[src/sv/zbr_pkg.sv]
`timescale 1ns / 1ps
package zbr_pkg;
   localparam int CW   = 14;   // row / column cursors, signed
   localparam int EW   = 18;   // pixel center offsets, signed
   localparam int CBW  = 17;   // edge coefficients, signed
   localparam int SNW  = 40;   // area and weight numerators, signed
   localparam int DW   = 36;   // magnitude of the area
   localparam int ACW  = 58;   // multiply-accumulate
   localparam int NUMW = 54;   // divider dividend
   localparam int QW   = 16;   // divider quotient
   localparam logic [15:0] DEPTH_MIN = 16'h8000;

   localparam logic [1:0] OP_LOAD  = 2'd0;
   localparam logic [1:0] OP_STEP  = 2'd1;
   localparam logic [1:0] OP_CLEAR = 2'd2;

   localparam logic CSR_WIDTH  = 1'b0;
   localparam logic CSR_HEIGHT = 1'b1;

   typedef enum logic [4:0] {
      ST_CLEAR, ST_IDLE, ST_SETUP_A, ST_SETUP_B, ST_WALK,
      ST_N0A, ST_N0B, ST_N1A, ST_N1B, ST_COVER,
      ST_Z0, ST_Z1, ST_Z2, ST_DDIV, ST_DWAIT, ST_WDIV, ST_WWAIT
   } zbr_state_type;
endpackage

[src/sv/zbr_divider.sv]
`timescale 1ns / 1ps
module zbr_divider (
   input  logic                      clock,
   input  logic                      reset,
   input  logic                      div_start,
   input  logic [zbr_pkg::NUMW-1:0]  div_num,
   input  logic [zbr_pkg::DW-1:0]    div_den,
   output logic                      div_done,
   output logic [zbr_pkg::QW-1:0]    div_quo
);
   import zbr_pkg::*;

   localparam int CNTW = $clog2(QW + 1);

   logic [NUMW-1:0] rem_ff, rem_in, dsh_ff, dsh_in;
   logic [QW-1:0]   q_ff, q_in;
   logic [CNTW-1:0] cnt_ff, cnt_in;
   logic            run_ff, run_in, done_ff, done_in;
   logic            ge;

   // one quotient bit per cycle, divisor walks down from its top alignment
   always_comb begin
      rem_in  = rem_ff;
      dsh_in  = dsh_ff;
      q_in    = q_ff;
      cnt_in  = cnt_ff;
      run_in  = run_ff;
      done_in = 1'b0;
      ge      = rem_ff >= dsh_ff;
      if (div_start) begin
         rem_in = div_num;
         dsh_in = NUMW'(div_den) << (QW - 1);
         q_in   = '0;
         cnt_in = CNTW'(QW);
         run_in = 1'b1;
      end else if (run_ff) begin
         if (ge) begin
            rem_in = rem_ff - dsh_ff;
         end
         q_in   = {q_ff[QW-2:0], ge};
         dsh_in = dsh_ff >> 1;
         cnt_in = cnt_ff - 1'b1;
         if (cnt_ff == CNTW'(1)) begin
            run_in  = 1'b0;
            done_in = 1'b1;
         end
      end
   end

   always_ff @(posedge clock) begin
      if (reset) begin
         run_ff  <= 1'b0;
         done_ff <= 1'b0;
         cnt_ff  <= '0;
      end else begin
         run_ff  <= run_in;
         done_ff <= done_in;
         cnt_ff  <= cnt_in;
      end
      rem_ff <= rem_in;
      dsh_ff <= dsh_in;
      q_ff   <= q_in;
   end

   assign div_done = done_ff;
   assign div_quo  = q_ff;
endmodule

[config.mk]
export PLATFORM = sky130hd
export DESIGN_NAME = zbr_divider
export DESIGN_NICKNAME = d
export VERILOG_FILES = /design/src/sv/zbr_pkg.sv /design/src/sv/zbr_divider.sv
export SDC_FILE = /design/constraint.sdc
export NUM_CORES = 1
export LEC_CHECK = 0
export BUFFER_PORTS_ARGS = -buffer_cell sky130_fd_sc_hd__buf_4
export CAP_MARGIN = 20
export CORE_MARGIN = 10
export CORE_UTILIZATION = 64
export DETAILED_ROUTE_END_ITERATION = 12
export GPL_TIMING_DRIVEN = 0
export PLACE_DENSITY = 0.87
export SLEW_MARGIN = 25
export SYNTH_ARGS = -nofsm -noshare
export SYNTH_HDL_FRONTEND = slang
export SYNTH_SLANG_ARGS = --single-unit
[constraint.sdc]
create_clock -name clock -period 5.7 [get_ports clock]
set_clock_uncertainty 0.15 [all_clocks]
set_input_delay 1.14 -clock clock [delete_from_list [all_inputs] [get_ports clock]]
set_output_delay 1.14 -clock clock [all_outputs]
set_load 0.005 [all_outputs]
# After elaboration in Yosys (flattened, before gate mapping)
# Cells that the tools add are included.
[word_totals]
register_bits = 128
in_bits = 93
output_inout_bits = 17
[classes]
addsub = 2
magnitude_cmp = 1
n_eq_ne = 1
n_mux = 11
bitwise = 1
reduce_logical = 5
[op_table]
columns = ["op", "n"]
rows = [
  ["two-way mux 54 bit", 3],
  ["two-way mux 51 bit", 2],
  ["greater-or-equal comparator 54 x 51 -> 1 bit", 1],
  ["subtractor 54 x 51 -> 54 bit", 1],
  ["two-way mux 5 bit", 2],
  ["== test 5 x 1 -> 1 bit (second input constant)", 1],
  ["subtractor 5 x 1 -> 5 bit (second input constant)", 1],
  ["two-way mux 1 bit", 4],
  ["nonzero test 2 bit", 2],
  ["OR reduction 3 bit", 1],
  ["AND reduction 2 bit", 1],
  ["OR reduction 2 bit", 1],
  ["inverter 1 bit", 1],
]

# Depth between registers and ports, before layout
[depth]
word_depth = 4
mapped_depth = 12
ltp_nobuf = 12

# Worst setup path before layout
# OpenSTA, ideal clock, no wires.
[synth_path]
path_kind = "register -> register"
from = "register rem_ff[0]"
to = "register rem_ff[0], enable pin"
setup_ns = 0.410
arrival_time_ns = 3.304
required_time_ns = 5.140
slack_ns = 1.836
stages_incl_launch_ff = 13
synth_period_minus_slack_ns = 3.864
path_cell_list = "edfxtp_1 inv_1 ha_1 fa_1 nand2b_1 a21oi_1 o211ai_1 a21oi_1 nor3_1 a31oi_1 nand3_1 nand2_1 a21o_1"
[synth_between]
elab_chain_len = 3
[synth_rtl]
columns = ["element", "line", "rtl"]
rows = [
  ["start: declaration", "zbr_divider.sv:15", "logic [NUMW-1:0] rem_ff, rem_in, dsh_ff, dsh_in;"],
  ["start signal: assignment", "zbr_divider.sv:60", "rem_ff <= rem_in;"],
  ["greater-or-equal comparator 54 x 51 -> 1 bit", "zbr_divider.sv:29", "ge = rem_ff >= dsh_ff;"],
  ["nonzero test 2 bit (no line)", "--", ""],
  ["AND reduction 2 bit (no line)", "--", ""],
]
# No other way between the ends.
# A chain may end at the register's enable or synchronous reset.

# Worst setup path after layout
[layout_path]
from = "register rem_ff[0]"
to = "register rem_ff[21], enable pin"
# The elaborated chain is that of the path after synthesis.

==> metrics <==
vias in the first global route ~7600; startpoint types register; fmax between 0.2 and 0.3 GHz; CTS Hold Bufs 0; total CTS buffers 17; area grow syn2layout 18.8%; Worst Path Max Fanout 43; predominant post-synthesis flop cell edfxtp_1; layout cells sized above 1 0.159; Seq/Total Area, Yosys 0.406; DRT Pass-1 Iters 6; dpl hpwl 17.7 mm; first-pass GRT wire length 38.3 mm; drt initial violations 870; Yosys reg bits roughly 130; Synth warnings 0; CTS sink count between 100 and 150; fin crit share 0.682; post-CTS sizing 0; Die H ~140 µm; Slowest cell on crit path a31oi_1; Crit path required time 5.66 ns; IO Port Bufs 108; initial antenna violation count 0; CTS max path bufs 2; crit path DAT about 3.9 ns; Worst-Skew Late Latency around 0.43 ns; max cap viols 0; wire per inst roughly 19 µm; via density per instance 6.06; die extent in x roughly 140 µm; clk root buf clkbuf_16; synthesized area per cell between 8 and 9 µm²; pwr dens approximately 400 nW/µm²; commonest non-fill, non-tap cell in the layout nand2_1; final wirelength 24.2 mm; pre-CTS WS between 1.5 and 2 ns; n_diodes 0; synthesized net count ~1100; final hold vios 0; Hold Path Class reg2reg; CTS tree built; worst vdd ir roughly 0.43 mV; Pins Over Slew Limit 0; GR Util All Layers 0.261; Final ANT Viol Nets 0; ys async rst share 0; status finished, final reports clean; largest net degree at the start of global routing between 40 and 50; Post-synth EDFFs 90; die area about 18000 µm²; Finished Cell Area ~10000 µm²; Yosys cell types ~70; Final nets about 1200; RSZ-0062 raised after global routing no; worst setup path class reg2reg; Final TNS setup 0 ns; core area 13100 µm²; Rows between 40 and 50; commonest non-fill, non-tap cells in the layout nand2_1, buf_4, o21ai_0; Worst setup EP type register; Max stage delay on crit path approximately 0.52 ns; min cycle time layout slightly below 4 ns; H-tree Lvls 4; placed inst area approximately 9600 µm²; worst slew pin tran 0.884 ns; Starting Density 0.649; Cells after Synth 963; residual DRC count 0; Final GP Congestion 0.977; Setup WS post-layout around 1.8 ns; Leak Pwr approximately 4.2 nW; buffer count from post-CTS setup fixing 0; routed vias 7759; Finish-stage setup viols 0; post-synthesis cell area ~8500 µm²; most used cell, CP a21oi_1; Overflow after GRT 0; CP cell instances inv_1 -> ha_1 -> fa_1 -> nand2b_1 -> a21oi_1 -> o211ai_1 -> a21oi_1 -> nor3_1 -> a31oi_1 -> nand3_1 -> nand2_1 -> a21o_4 -> buf_16; Slew headroom 0.411; Clock transition at path regs 0.06 ns; # IOs 110
cell type report:
| class | count | area, µm² |
|---|---|---|
| Sequential cell | 128 | 3460 |
| Buffer | 53 | 274 |
| Clock buffer | 20 | 459 |
| Multi-Input combinational cell | 709 | 4530 |
| Timing Repair Buffer | 109 | 838 |
| Tap cell | 176 | 220 |
| Clock inverter | 12 | 81.3 |
| Fill cell | 965 | 3000 |
| Inverter | 73 | 274 |
power breakdown:
| part | switching [mW] | internal (mW) | leakage, nW | total, mW |
|---|---|---|---|---|
| Combinational | 1.15 | 0.734 | 2.73 | 1.89 |
| Sequential | 0.0630 | 1.20 | 1.23 | 1.27 |
| Clock | 0.438 | 0.584 | 0.278 | 1.02 |
| Total | 1.66 | 2.52 | 4.24 | 4.18 |
path summary, 6_finish.rpt:
check	start	endpoint	slack, ns	cells after the start
setup / recovery	rem_ff[0]$_DFFE_PP_	rem_ff[21]$_DFFE_PP_	1.81	13
hold / removal	cnt_ff[1]$_SDFFE_PP0P_	cnt_ff[1]$_SDFFE_PP0P_	0.35	2
setup reg to reg	rem_ff[0]$_DFFE_PP_	rem_ff[21]$_DFFE_PP_	1.81	13
hold reg to reg	cnt_ff[1]$_SDFFE_PP0P_	cnt_ff[1]$_SDFFE_PP0P_	0.35	2
state kept, by name (all words and copies together) (netlist names):
name / cells
cnt_ff: 5
rem_ff: 54
div_quo: 16
dsh_ff: 51
run_ff: 1
div_done: 1
critical path, delay by kind of cell (launching register included):
family | cells | cell delay [ns]
flops | 1 | 0.32
simple gates | 4 | 0.68
compound gates | 5 | 1.43
buf+inv | 2 | 0.32
fa+ha+maj | 2 | 0.63
cells in the mapped netlist (all sizes together) (3+ instances only):
library cell  number  area, µm²
nand2            141        534
o21ai             93        465
edfxtp            90       2700
nor2              76        288
a21oi             74        374
inv               73        274
ha                53        663
clkbuf            39        176
dfxtp             38        761
mux2i             32        320
xnor2             26        228
xor2              23        201
a21o              20        154
nand4             18        128
a22o              16        140
nor3              16       85.1
nand3             14       70.1
buf               13       87.6
o21bai            13       97.6
a31oi              9       56.3
o211ai             9       67.6
nor4               7       50.1
a211oi             6       50.1
nand2b             5       31.3
and2               4       27.5
and3               4       25.0
o31ai              4       35.0
a21boi             3       22.5
a311oi             3       26.3
mux2               3       33.8
nor2b              3       18.8
nor4b              3       26.3
o2111ai            3       32.5
o221ai             3       26.3
stage by stage:
stage                     hold WS (ns)  instances  total power, mW  utilization
final                            0.347       1280             4.18        0.772
after global routing             0.400       1280             4.40        0.772
after CTS                        0.351       1280             4.12        0.772
after detailed placement         0.338       1248             3.09        0.730
after global placement           0.331       1247             3.05        0.728
after floorplan                  0.315        963             2.65            -
routing by layer:
layer / track usage / vias to the layer above / wire length, µm
li1: - / 3708 / -
met1: 0.335 / 3661 / 10600
met2: 0.422 / 349 / 11300
met3: 0.0582 / 41 / 1850
met4: 0.0969 / 0 / 462
met5: 0 / - / 0
kinds of logic after synthesis:
| group | after synthesis | share of synthesized area |
|---|---|---|
| AOI/OAI and AO/OA | 271 | 0.199 |
| xor gates and xnor gates | 49 | 0.0503 |
| adders and majority gates | 54 | 0.0801 |
| buffers and inverters | 126 | 0.0643 |
| DFF | 128 | 0.406 |
| muxes | 35 | 0.0415 |
| and+or+nand+nor | 300 | 0.159 |
(Power assumes the default switching activity.)
